<file path="src/sv/lsms_pkg.sv">
// Shared types and constants for the load/store-multiple sequencer.
package lsms_pkg;

  localparam int unsigned NumRegs   = 16;
  localparam int unsigned RegIdxW   = $clog2(NumRegs);
  localparam int unsigned WordW     = 32;
  localparam int unsigned KindW     = 2;

  localparam logic [WordW-1:0] WordBytes = WordW'(4);

  // Instruction word bit positions
  localparam int unsigned BitPre   = 24;
  localparam int unsigned BitUp    = 23;
  localparam int unsigned BitWb    = 21;
  localparam int unsigned BitLoad  = 20;
  localparam int unsigned BaseLsb  = 16;

  // Access kind codes
  localparam logic [KindW-1:0] KindLoad  = KindW'(0);
  localparam logic [KindW-1:0] KindStore = KindW'(1);
  localparam logic [KindW-1:0] KindWb    = KindW'(2);

  // Next register chosen from the remaining list
  typedef struct packed {
    logic               found;
    logic [RegIdxW-1:0] idx;
    logic [NumRegs-1:0] rest;
  } pick_t;

endpackage

</file>
<file path="src/sv/lsms_if.sv">
// Channel interfaces for instruction beats and access beats.
interface lsms_in_if;
  logic        valid;
  logic        ready;
  logic [31:0] instruction_word;
  logic [31:0] base_value;

  modport source (output valid, output instruction_word, output base_value, input ready);
  modport sink (input valid, input instruction_word, input base_value, output ready);
  modport monitor (input valid, input instruction_word, input base_value, input ready);
endinterface

interface lsms_out_if;
  logic        valid;
  logic        ready;
  logic [1:0]  access_kind;
  logic [3:0]  register_index;
  logic [31:0] access_address;
  logic        last_result;

  modport source (output valid, output access_kind, output register_index,
                  output access_address, output last_result, input ready);
  modport sink (input valid, input access_kind, input register_index,
                input access_address, input last_result, output ready);
  modport monitor (input valid, input access_kind, input register_index,
                   input access_address, input last_result, input ready);
endinterface

</file>
<file path="src/sv/lsms_pick.sv">
// Finds the next register to transfer in the remaining register list.
module lsms_pick (
  input  logic [lsms_pkg::NumRegs-1:0] list_i,
  input  logic                         up_i,
  output lsms_pkg::pick_t              pick_o
);
  import lsms_pkg::*;

  logic               found;
  logic [RegIdxW-1:0] idx;

  // Lowest set bit when counting up, highest when counting down.
  always_comb begin
    found = 1'b0;
    idx   = '0;
    for (int i = 0; i < NumRegs; i++) begin
      if (up_i) begin
        if (!found && list_i[i]) begin
          found = 1'b1;
          idx   = RegIdxW'(i);
        end
      end else begin
        if (!found && list_i[NumRegs-1-i]) begin
          found = 1'b1;
          idx   = RegIdxW'(NumRegs-1-i);
        end
      end
    end
  end

  always_comb begin
    pick_o.found   = found;
    pick_o.idx     = idx;
    pick_o.rest    = list_i;
    pick_o.rest[idx] = 1'b0;
  end

endmodule

</file>
<file path="src/sv/lsms_step_unit.sv">
// Shared address adder: steps the running address by one word up or down.
module lsms_step_unit (
  input  logic [lsms_pkg::WordW-1:0] addr_i,
  input  logic                       up_i,
  output logic [lsms_pkg::WordW-1:0] next_o
);
  import lsms_pkg::*;

  // Wraps modulo 2^32 in both directions.
  assign next_o = up_i ? (addr_i + WordBytes) : (addr_i - WordBytes);

endmodule

</file>
<file path="src/sv/load_store_multiple_sequencer.sv">
// Top level: block-transfer address sequencer with registered access output.
//
//   channel  dir  payload                                         handshake
//   in_i     in   instruction_word, base_value                    valid/ready
//   out_o    out  access_kind, register_index, access_address,    valid/ready
//                 last_result
//
// One access beat per listed register, then an optional writeback beat: up to
// 17 beats per instruction, one per cycle while out_o is not stalled. The
// rate is set by the single address adder and the register picker, which
// handle one register per cycle. in_i is ready only between instructions; an
// instruction with an empty list and no writeback is taken and dropped
// without leaving idle. Reset is asynchronous and clears the sequencer and
// output valid.
module load_store_multiple_sequencer (
  input  logic       clk_i,
  input  logic       rst_ni,
  lsms_in_if.sink    in_i,
  lsms_out_if.source out_o
);
  import lsms_pkg::*;

  typedef enum logic {
    StIdle,
    StRun
  } state_e;

  state_e             state_q;
  logic [NumRegs-1:0] list_q;
  logic               pre_q;
  logic               up_q;
  logic               wb_q;
  logic               load_q;
  logic [RegIdxW-1:0] base_idx_q;
  logic [WordW-1:0]   addr_q;

  logic               out_valid_q;
  logic [KindW-1:0]   out_kind_q;
  logic [RegIdxW-1:0] out_idx_q;
  logic [WordW-1:0]   out_addr_q;
  logic               out_last_q;

  pick_t              pick;
  logic [WordW-1:0]   addr_next;
  logic               in_fire;
  logic               advance;
  logic               in_busy;

  lsms_pick u_pick (
    .list_i (list_q),
    .up_i   (up_q),
    .pick_o (pick)
  );

  lsms_step_unit u_step (
    .addr_i (addr_q),
    .up_i   (up_q),
    .next_o (addr_next)
  );

  assign in_i.ready = (state_q == StIdle);
  assign in_fire    = in_i.valid && in_i.ready;
  // Produce the next beat whenever the output register is free or draining.
  assign advance    = (state_q == StRun) && (!out_valid_q || out_o.ready);
  assign in_busy    = (in_i.instruction_word[NumRegs-1:0] != '0) ||
                      in_i.instruction_word[BitWb];

  always_ff @(posedge clk_i or negedge rst_ni) begin
    if (!rst_ni) begin
      state_q     <= StIdle;
      out_valid_q <= 1'b0;
    end else begin
      case (state_q)
        StIdle: begin
          if (in_fire) begin
            list_q     <= in_i.instruction_word[NumRegs-1:0];
            pre_q      <= in_i.instruction_word[BitPre];
            up_q       <= in_i.instruction_word[BitUp];
            wb_q       <= in_i.instruction_word[BitWb];
            load_q     <= in_i.instruction_word[BitLoad];
            base_idx_q <= in_i.instruction_word[BaseLsb +: RegIdxW];
            addr_q     <= in_i.base_value;
            if (in_busy) begin
              state_q <= StRun;
            end
          end
        end
        StRun: begin
          if (advance) begin
            if (pick.found) begin
              out_kind_q <= load_q ? KindLoad : KindStore;
              out_idx_q  <= pick.idx;
              out_addr_q <= pre_q ? addr_next : addr_q;
              out_last_q <= (pick.rest == '0) && !wb_q;
              addr_q     <= addr_next;
              list_q     <= pick.rest;
              if ((pick.rest == '0) && !wb_q) begin
                state_q <= StIdle;
              end
            end else begin
              out_kind_q <= KindWb;
              out_idx_q  <= base_idx_q;
              out_addr_q <= addr_q;
              out_last_q <= 1'b1;
              state_q    <= StIdle;
            end
          end
        end
        default: begin
          state_q <= StIdle;
        end
      endcase
      // Load a produced beat, else drop a drained one.
      if (advance) begin
        out_valid_q <= 1'b1;
      end else if (out_o.ready) begin
        out_valid_q <= 1'b0;
      end
    end
  end

  assign out_o.valid          = out_valid_q;
  assign out_o.access_kind    = out_kind_q;
  assign out_o.register_index = out_idx_q;
  assign out_o.access_address = out_addr_q;
  assign out_o.last_result    = out_last_q;

endmodule

</file>
<file path="src/flat_wrapper.sv">
// flat-port wrapper written by rule: the top's interface ports become plain ports
module load_store_multiple_sequencer_flat import lsms_pkg::*;
  (clk_i, rst_ni, in_i_valid, in_i_instruction_word, in_i_base_value, in_i_ready, out_o_valid, out_o_access_kind, out_o_register_index, out_o_access_address, out_o_last_result, out_o_ready);
  lsms_in_if in_i_i ();
  lsms_out_if out_o_i ();
  input  logic clk_i;
  input  logic rst_ni;
  input wire logic [$bits(in_i_i.valid)-1:0] in_i_valid;
  input wire logic [$bits(in_i_i.instruction_word)-1:0] in_i_instruction_word;
  input wire logic [$bits(in_i_i.base_value)-1:0] in_i_base_value;
  output wire logic [$bits(in_i_i.ready)-1:0] in_i_ready;
  output wire logic [$bits(out_o_i.valid)-1:0] out_o_valid;
  output wire logic [$bits(out_o_i.access_kind)-1:0] out_o_access_kind;
  output wire logic [$bits(out_o_i.register_index)-1:0] out_o_register_index;
  output wire logic [$bits(out_o_i.access_address)-1:0] out_o_access_address;
  output wire logic [$bits(out_o_i.last_result)-1:0] out_o_last_result;
  input wire logic [$bits(out_o_i.ready)-1:0] out_o_ready;
  assign in_i_i.valid = in_i_valid;
  assign in_i_i.instruction_word = in_i_instruction_word;
  assign in_i_i.base_value = in_i_base_value;
  assign in_i_ready = in_i_i.ready;
  assign out_o_valid = out_o_i.valid;
  assign out_o_access_kind = out_o_i.access_kind;
  assign out_o_register_index = out_o_i.register_index;
  assign out_o_access_address = out_o_i.access_address;
  assign out_o_last_result = out_o_i.last_result;
  assign out_o_i.ready = out_o_ready;
  load_store_multiple_sequencer u_core (.clk_i(clk_i), .rst_ni(rst_ni), .in_i(in_i_i), .out_o(out_o_i));
endmodule
</file>
<file path="config.mk">
export PLATFORM = sky130hd
export DESIGN_NAME = load_store_multiple_sequencer_flat
export DESIGN_NICKNAME = d
export VERILOG_FILES = /design/src/sv/lsms_pkg.sv /design/src/sv/lsms_if.sv /design/src/sv/lsms_pick.sv /design/src/sv/lsms_step_unit.sv /design/src/sv/load_store_multiple_sequencer.sv /design/src/flat_wrapper.sv
export SDC_FILE = /design/constraint.sdc
export NUM_CORES = 1
export LEC_CHECK = 0
export CAP_MARGIN = 30
export CORE_MARGIN = 1
export CORE_UTILIZATION = 50
export CTS_BUF_LIST = sky130_fd_sc_hd__clkbuf_8
export DETAILED_ROUTE_END_ITERATION = 8
export DONT_BUFFER_PORTS = 1
export PLACE_DENSITY_LB_ADDON = 0.1
export SLEW_MARGIN = 5
export SYNTH_ARGS = -nofsm -noshare
export SYNTH_HDL_FRONTEND = slang
export SYNTH_SLANG_ARGS = --single-unit
</file>
<file path="constraint.sdc">
create_clock -name clk_i -period 7.1 [get_ports clk_i]
set_clock_uncertainty 0.15 [all_clocks]
set_input_delay 1.42 -clock clk_i [delete_from_list [all_inputs] [get_ports clk_i]]
set_output_delay 1.42 -clock clk_i [all_outputs]
set_load 0.05 [all_outputs]
</file>
Word-level counts from Yosys, hierarchy flattened

Cells that the tools add are included.

Bits in registers: 97
Bits of input ports: 68
Output and inout port bits: 41
Word-level logic and storage cells: 200

$add $sub $neg: 2
Order comparisons: 2
Eq/ne operators: 3
Muxes and demuxes: 118
Bitwise logic cells: 3
Reductions and logical operators: 59

Operators by type and width:

| cell                                                                  | count |
|---|---|
| 32-bit 2-to-1 mux                                                     | 6 |
| 4-bit 2-to-1 mux                                                      | 48 |
| 32-bit case mux with 2 select lines                                   | 1 |
| 1-bit 2-to-1 mux                                                      | 57 |
| 16-bit 2-to-1 mux                                                     | 3 |
| 1-bit logical AND                                                     | 34 |
| 32-bit by 3-bit adder with 32-bit output, second input constant       | 1 |
| 16-bit case mux with 2 select lines                                   | 1 |
| 32-bit by 3-bit subtractor with 32-bit output, second input constant  | 1 |
| 1-bit zero test                                                       | 17 |
| 16-bit AND                                                            | 1 |
| 16-bit zero test                                                      | 1 |
| 16-bit inverter                                                       | 1 |
| 16-bit nonzero test                                                   | 1 |
| 2-bit != test, second input constant                                  | 3 |
| 3-bit AND reduction                                                   | 2 |
| 4-bit by 5-bit < comparator with 1-bit output, second input constant  | 1 |
| 1-bit demux with 4-bit select                                         | 1 |
| 4-bit by 1-bit >= comparator with 1-bit output, second input constant | 1 |
| 4-bit AND reduction                                                   | 1 |
| 1-bit logical OR                                                      | 2 |
| 1-bit case mux with 2 select lines                                    | 1 |
| 2-bit nonzero test                                                    | 1 |
| 1-bit inverter                                                        | 1 |

Logic depth before layout (Yosys ltp)

Gate-level depths: netlist (run 1).

Depth in word-level cells: 74
Gate-level depth with buffers: 12
Gate-level depth less buffers: 11

By module

A second synthesis (run 1) with hierarchy kept.

Cells, all modules: 591
Area total of the unflattened synthesis: 6,661.4 um^2

Modules (own cells, without submodules):

| module                        | instances | cells an instance | area an instance (um^2) | seq. area each (um^2) |
|---|---|---|---|---|
| load_store_multiple_sequencer | 1         | 218               | 4,096.4                 | 2,902.8 |
| lsms_step_unit                | 1         | 249               | 1,747.9                 | 0.0 |
| lsms_pick                     | 1         | 124               | 817.0                   | 0.0 |

Least setup slack after synthesis (run 1)

No wires, ideal clock.

Path kind: input port to flip-flop
Start point: in out_o_ready
End point: reg u_core.addr_q[10] (enable)
Setup time: 0.471 ns
Arrival: 5.099 ns
Required time: 6.479 ns
Slack: 1.380 ns
Cell stages on the path: 3
Cells stage by stage: nand2b_1 -> and3_1 -> a2bb2oi_1

Longest elaborated chain between the ends: 4

Ends and longest elaborated chain:

| item                                 | RTL line                            | RTL |
|---|---|---|
| start, declared                      | flat_wrapper.sv:17                  | `input wire logic [$bits(out_o_i.ready)-1:0] out_o_ready;` |
| 1-bit logical OR                     | load_store_multiple_sequencer.sv:64 | `assign advance = (state_q == StRun) && (!out_valid_q \|\| out_o.ready);` |
| 1-bit logical AND                    | load_store_multiple_sequencer.sv:64 |  |
| 2-bit != test (no source line)       | n/a                                 |  |
| 4-bit AND reduction (no source line) | n/a                                 |  |
| end signal, assigned                 | load_store_multiple_sequencer.sv:82 | `addr_q <= in_i.base_value;` |
| end signal, assigned                 | load_store_multiple_sequencer.sv:95 | `addr_q <= addr_next;` |
| end, declared                        | load_store_multiple_sequencer.sv:35 | `logic [WordW-1:0] addr_q;` |

Every way passes these cells.
A chain may end at the register's enable or synchronous reset.

Worst setup path after layout (run 1)

Start point: reg u_core.up_q
End point: reg u_core.addr_q[31] (data pin)

Longest elaborated chain between the ends: 4

Ends and longest elaborated chain:

| item                                | RTL line                            | RTL |
|---|---|---|
| start, declared                     | load_store_multiple_sequencer.sv:31 | `logic up_q;` |
| start signal, assigned              | load_store_multiple_sequencer.sv:78 | `up_q <= in_i.instruction_word[BitUp];` |
| 32-bit 2-to-1 mux                   | lsms_step_unit.sv:10                | `assign next_o = up_i ? (addr_i + WordBytes) : (addr_i - WordBytes);` |
| 32-bit 2-to-1 mux                   | load_store_multiple_sequencer.sv:90 | `if (pick.found) begin` |
| 32-bit 2-to-1 mux                   | load_store_multiple_sequencer.sv:89 | `if (advance) begin` |
| 32-bit case mux with 2 select lines | load_store_multiple_sequencer.sv:73 | `case (state_q)` |

Every way passes these cells. The select of a mux whose other input is x is not followed.

==> flow_metrics.env, run 1 <==
export IMPL_drv_slew=0
export IMPL_clk_latency_ns=0.39
export IMPL_fmax_ghz=0.225
export IMPL_finalPower_w=0.00121
export IMPL_area_delta_synth_final_pct=6.65
export IMPL_critPathMaxStageDelay_ns=0.54
export IMPL_power_density_nw_per_um2=183
export IMPL_ir_drop_uv=123
export IMPL_whs_ns=0.282
export IMPL_place_gp_congestion=0.910
export IMPL_crit_path_max_fanout=28
export IMPL_setup_viol=0
export IMPL_post_cts_setup_buffers=0
export IMPL_routed_wl_um=13600
export IMPL_root_buffer="clkbuf_8"
export IMPL_grt_pass1_vias=4493
export IMPL_dr_total_vias=4493
export IMPL_num_rows=40
export IMPL_fin_tns_setup_ns=0
export IMPL_post_drt_wl_per_cell_um=18.1
export IMPL_period_needed_ns=4.44
export IMPL_rsz0062_at_grt="no"
export IMPL_min_period_over_period=0.625
export IMPL_crit_chain="buf_4 > inv_1 > buf_4 > ha_1 > a211oi_1 > o21ai_0 > a31oi_1 > o22a_1 > o211ai_1 > a31oi_1 > o211ai_1 > xnor2_1 > mux2_2"
export IMPL_antennaDiodeCount=0
export IMPL_cts_buffers=9
export IMPL_slew_headroom=0.521
export IMPL_start_kind="flip-flop"
export IMPL_status="finished, final reports clean"
export IMPL_multi_input_area_um2=3120
export IMPL_firstDrtPassIters=4
export IMPL_initial_utilization=0.515
export IMPL_arrival_ns=4.44
export IMPL_clock_sinks=97
export IMPL_ys_flop_type="edfxtp_1"
export IMPL_synthCells=581
export IMPL_critical_path_required_ns=7.10
export IMPL_gr_total_overflow=0
export IMPL_port_buffers=0
export IMPL_finish_utilization=0.549
export IMPL_yosysWarnings=0
export IMPL_hold_buffers=0
export IMPL_clockBufferDepth=2
export IMPL_core_area_um2=12100
export IMPL_maxCapViolCount=0
export IMPL_ant_nets=0
export IMPL_synth_area_um2=6210
export IMPL_seq_area_frac_synth=0.467
export IMPL_hpwl_um=9720
export IMPL_grt_pass1_wl_um=22600
export IMPL_async_flop_share=0.0206
export IMPL_die_area_um2=12900
export IMPL_leakage_nw=2.35
export IMPL_nFillCells=1059
export IMPL_vias_per_cell=6.00
export IMPL_antenna_found_initial=0
export IMPL_drt_iter0_drc=255
export IMPL_grt_max_degree=47
export IMPL_synth_edf_count=95
export IMPL_synth_nets=678
export IMPL_fin_nets=673
export IMPL_drive_above_1_share=0.146
export IMPL_synth_cell_types=71
export IMPL_worst_setup_path_type="flip-flop to flip-flop"
export IMPL_cp_end_kind="flip-flop"
export IMPL_slowest_stage="inv_1"
export IMPL_path_clk_slew_ns=0.10
export IMPL_synth_ff_latch_count=97
export IMPL_drc=0
export IMPL_tightest_slew_ns=0.712
export IMPL_die_height_um=113
export IMPL_cts_tree="done"
export IMPL_hold_class="flip-flop to flip-flop"
export IMPL_htree_levels=3
export IMPL_syn_area_per_cell_um2=10.7
export IMPL_finalHoldViolCount=0
export IMPL_ioPinCount=109
export IMPL_grt_usage=0.226
export IMPL_post_cts_resized=0
export IMPL_seq_area_um2=2900
export IMPL_die_w_um=113
[power breakdown]
| group | switching, W | internal, W | total, W |
|---|---|---|---|
| logic | 0.0000774 | 0.0000676 | 0.000145 |
| clock network | 0.000216 | 0.000134 | 0.000349 |
| registers | 0.0000523 | 0.000663 | 0.000715 |
[cells in the mapped netlist, types with 6 or more instances]
library cell / number / area, um^2
clkbuf_1: 15 / 56.3
nor2b_1: 9 / 56.3
o21a_1: 8 / 60.1
nand2_1: 46 / 173
nand3_1: 16 / 80.1
or3_1: 9 / 56.3
a31oi_1: 8 / 50.1
nor3_1: 12 / 60.1
o21ai_0: 42 / 210
a21o_1: 9 / 67.6
nor2_1: 29 / 109
o211ai_1: 7 / 52.6
xnor2_1: 24 / 210
nor4_1: 8 / 50.1
a21oi_1: 28 / 140
a211oi_1: 6 / 45.0
inv_1: 30 / 113
and3_1: 8 / 50.1
edfxtp_1: 95 / 2850
mux2_2: 44 / 495
ha_1: 28 / 350
[metal layers]
layer	GRT usage	vias up	wire, um
met5	0	-	0
met4	0.0833	0	239
met3	0.0356	17	610
met2	0.376	119	6570
met1	0.300	2141	6130
li1	-	2216	-
[cell type report]
class	count	share of cell area
tap	168	0.0317
multi-input combinational	430	0.471
sequential	97	0.438
clock inverter	7	0.00944
timing repair buffer	8	0.0140
clock buffer	9	0.0187
inverter	30	0.0170
[cells by family (layout without fill, tap and decap cells)]
group,Yosys count,after routing,share of synthesized area
AND/OR/NAND/NOR,172,172,0.149
AO/OA/AOI/OAI,156,156,0.167
adder cells (fa/ha/maj),30,30,0.0614
multiplexers,44,44,0.0798
buffers and inverters,54,54,0.0355
flip-flops,97,97,0.467
XOR/XNOR,28,28,0.0395
[stage by stage]
step	setup slack (ns)	area [um^2]	std cells
2_1_floorplan	1.38	6210	581
3_3_place_gp	2.65	6390	731
3_5_place_dp	2.62	6420	732
4_1_cts	2.59	6600	748
5_1_grt	2.18	6620	749
6_report	2.66	6620	749
[final timing paths]
| kind | cells past startpoint | to | slack (ns) | start |
|---|---|---|---|---|
| min in group asynchronous | 0 | u_core.state_q | 0.56 | rst_ni |
| worst max register to register | 13 | u_core.addr_q[31] | 2.66 | u_core.up_q |
| worst min register to register | 0 | u_core.out_o.access_address[0] | 0.28 | u_core.addr_q[0] |
| worst max-delay path | 13 | u_core.addr_q[31] | 2.66 | u_core.up_q |
| worst min-delay path | 0 | u_core.out_o.access_address[0] | 0.28 | u_core.addr_q[0] |
| max in group asynchronous | 0 | u_core.state_q | 6.17 | rst_ni |
[worst max-delay path, delay by kind of cell (launching register included)]
kind	cells	cell delay [ns]
compound gates	7	1.80
buf+inv	3	1.17
flops	1	0.37
fa+ha+maj	1	0.29
mux	1	0.26
xor+xnor	1	0.15
[sequential cells by signal, indices dropped and copies added, names as in the netlist]
register and cells:
u_core.addr_q 32, u_core.out_o.access_address 32, u_core.list_q 16, u_core.base_idx_q 4
u_core.out_o.register_index 4, u_core.out_o.access_kind 2, u_core.load_q 1, u_core.out_o.last_result 1
u_core.out_o.valid 1, u_core.pre_q 1, u_core.state_q 1, u_core.up_q 1
u_core.wb_q 1
[cell usage in the layout, fill, tap and decap left out, types with 12 or more instances in the layout]
cell type	n
ha_1	28
mux2_2	44
nand3_1	16
xnor2_1	24
nand2_1	46
a21oi_1	28
edfxtp_1	95
o21ai_0	42
nor3_1	12
inv_1	30
nor2_1	29
Power figures use the tool's default switching activity.
==> run 2, diff against run 1 <==
Clock period 7.1 ns to 4 ns, I/O delays scaled along.
==> run 2 against run 1 <==
Via count increased by 1.2%. Critical path type unchanged. Maximum frequency increased by 19%. Wire length increased by 1.3%. Sequential share of layout area decreased by 0.61 points. Non-clock buffer count increased by 5. Largest power group unchanged. Combinational power increased by 79%. Highest routed layer unchanged. Largest cell class unchanged. Final cell count increased by 0.67%.
==> flow_metrics.env, run 2 (synthesis gave the netlist of run 1 again) <==
export IMPL_regToRegSetupSlack_ns=0.27
export IMPL_rsz0062_at_grt="no"
export IMPL_rr_startpoint="u_core.up_q"
export IMPL_leakage_nw=2.41
export IMPL_final_cell_mix="edfxtp_1 (95), nand2_1 (46), mux2_2 (44)"
export IMPL_clockBufferDepth=2
export IMPL_fmax_ghz=0.268
export IMPL_holdPathEnd="u_core.out_o.access_address[0]"
export IMPL_routed_wl_um=13700
export IMPL_hpwl_um=9700
export IMPL_finish_utilization=0.557
export IMPL_r2r_cells=12
export IMPL_fin_tns_setup_ns=0
export IMPL_dr_total_vias=4548
export IMPL_fin_nets=678
export IMPL_cts_tree="done"
export IMPL_maxCapViolCount=0
export IMPL_area_delta_synth_final_pct=8.16
export IMPL_clock_sinks=97
export IMPL_worst_setup_path_type="flip-flop to flip-flop"
export IMPL_vias_per_cell=6.03
export IMPL_grt_max_degree=47
export IMPL_port_buffers=0
export IMPL_die_area_um2=12900
export IMPL_num_rows=40
export IMPL_die_height_um=113
export IMPL_crit_path_max_fanout=35
export IMPL_finalHoldViolCount=0
export IMPL_drt_iter0_drc=252
export IMPL_power_density_nw_per_um2=346
export IMPL_status="finished, final reports clean"
export IMPL_htree_levels=3
export IMPL_period_needed_ns=3.73
export IMPL_fin_area_um2=6720
export IMPL_place_gp_congestion=0.923
export IMPL_gr_total_overflow=0
export IMPL_grt_pass1_vias=4510
export IMPL_dp_cells=737
export IMPL_ir_drop_uv=193
export IMPL_clk_latency_ns=0.39
export IMPL_initial_utilization=0.515
export IMPL_path_clk_slew_ns=0.10
export IMPL_worstHoldStart="u_core.addr_q[0]"
export IMPL_cts_buffers=9
export IMPL_start_kind="flip-flop"
export IMPL_final_common_cell="edfxtp_1"
export IMPL_antenna_found_initial=0
export IMPL_hold_depth=0
export IMPL_arrival_ns=3.73
export IMPL_placed_cell_area_um2=6460
export IMPL_die_w_um=113
export IMPL_grt_pass1_wl_um=22200
export IMPL_post_drt_wl_per_cell_um=18.2
export IMPL_drc=0
export IMPL_drv_slew=0
export IMPL_min_period_over_period=0.932
export IMPL_ant_nets=0
export IMPL_tightest_slew_ns=0.798
export IMPL_antennaDiodeCount=0
export IMPL_slew_headroom=0.461
export IMPL_core_area_um2=12100
export IMPL_final_cells=754
export IMPL_hold_class="flip-flop to flip-flop"
export IMPL_drive_above_1_share=0.152
export IMPL_cp_end_kind="flip-flop"
export IMPL_root_buffer="clkbuf_8"
export IMPL_setup_viol=0
export IMPL_grt_usage=0.224
export IMPL_ioPinCount=109
export IMPL_post_cts_setup_buffers=0
export IMPL_rr_endpoint="u_core.addr_q[31]"
export IMPL_critical_path_required_ns=4.01
export IMPL_firstDrtPassIters=5
run 2: changes by cell type in the layout (fill, tap and decap cells not counted):
cell	before	now
buf_4	6	10
buf_12	1	2
dlygate4sd3_1	0	1
inv_6	1	2
inv_8	2	0
buf_16	1	0
clkinvlp_4	3	1
bufinv_16	0	3
run 2: metal layers:
layer / global-route usage / vias to the layer above / share of wire
met1: 0.287 / 2131 / 0.45
met5: 0 / - / 0
li1: - / 2224 / -
met3: 0.0361 / 22 / 0.052
met4: 0.0965 / 0 / 0.020
met2: 0.375 / 171 / 0.48
run 2: how the worst max path moves through the flow:
stage / endpoint / startpoint / cells after the start
final: u_core.addr_q[31] / u_core.up_q / 12
after floorplan: u_core.addr_q[10] / out_o_ready / 3
after CTS: u_core.addr_q[31] / u_core.up_q / 12
after detailed placement: u_core.addr_q[31] / u_core.up_q / 12
after global placement: u_core.state_q / u_core.list_q[2] / 10
after global routing: u_core.state_q / u_core.up_q / 11
run 2: cell type report:
cell class / instances / area [um^2]
Tap cell: 168 / 210
Clock inverter: 7 / 124
Inverter: 30 / 113
Multi-Input combinational cell: 430 / 3120
Clock buffer: 9 / 124
Sequential cell: 97 / 2900
Timing Repair Buffer: 13 / 125
Fill cell: 1075 / 5340
run 2: worst max-delay path: stages (launching register included):
cell      delay, ns
edfxtp_1       0.43
inv_1          0.12
buf_12         0.21
ha_1           0.28
a211oi_1       0.30
o21ai_0        0.20
a31oi_1        0.38
o22a_1         0.28
o211ai_1       0.18
a31oi_1        0.33
o211ai_1       0.18
xnor2_1        0.15
mux2_2         0.26
run 2: repair_timing:
| item | 4_1_cts | 5_1_grt |
|---|---|---|
| resized for setup | 0 | 0 |
| endpoints found under the setup margin | 0 | 0 |
| hold endpoints to repair | 2 | 0 |
| hold buffers | 1 | 0 |
run 2: per-stage QoR:
step | setup WS (ns) | hold slack (ns) | power (W)
3_3_place_gp | 0.380 | 0.252 | 0.00154
6_report | 0.272 | 0.283 | 0.00233
2_1_floorplan | 0.126 | 0.250 | 0.00149
3_5_place_dp | 0.363 | 0.256 | 0.00155
4_1_cts | 0.336 | 0.279 | 0.00235
5_1_grt | 0.106 | 0.297 | 0.00241
run 2: where the power goes:
| group | internal, W | total (W) | switching [W] |
|---|---|---|---|
| Combinational | 0.000121 | 0.000259 | 0.000139 |
| Clock | 0.000421 | 0.000799 | 0.000378 |
| Sequential | 0.00118 | 0.00127 | 0.0000916 |
| Total | 0.00172 | 0.00233 | 0.000608 |
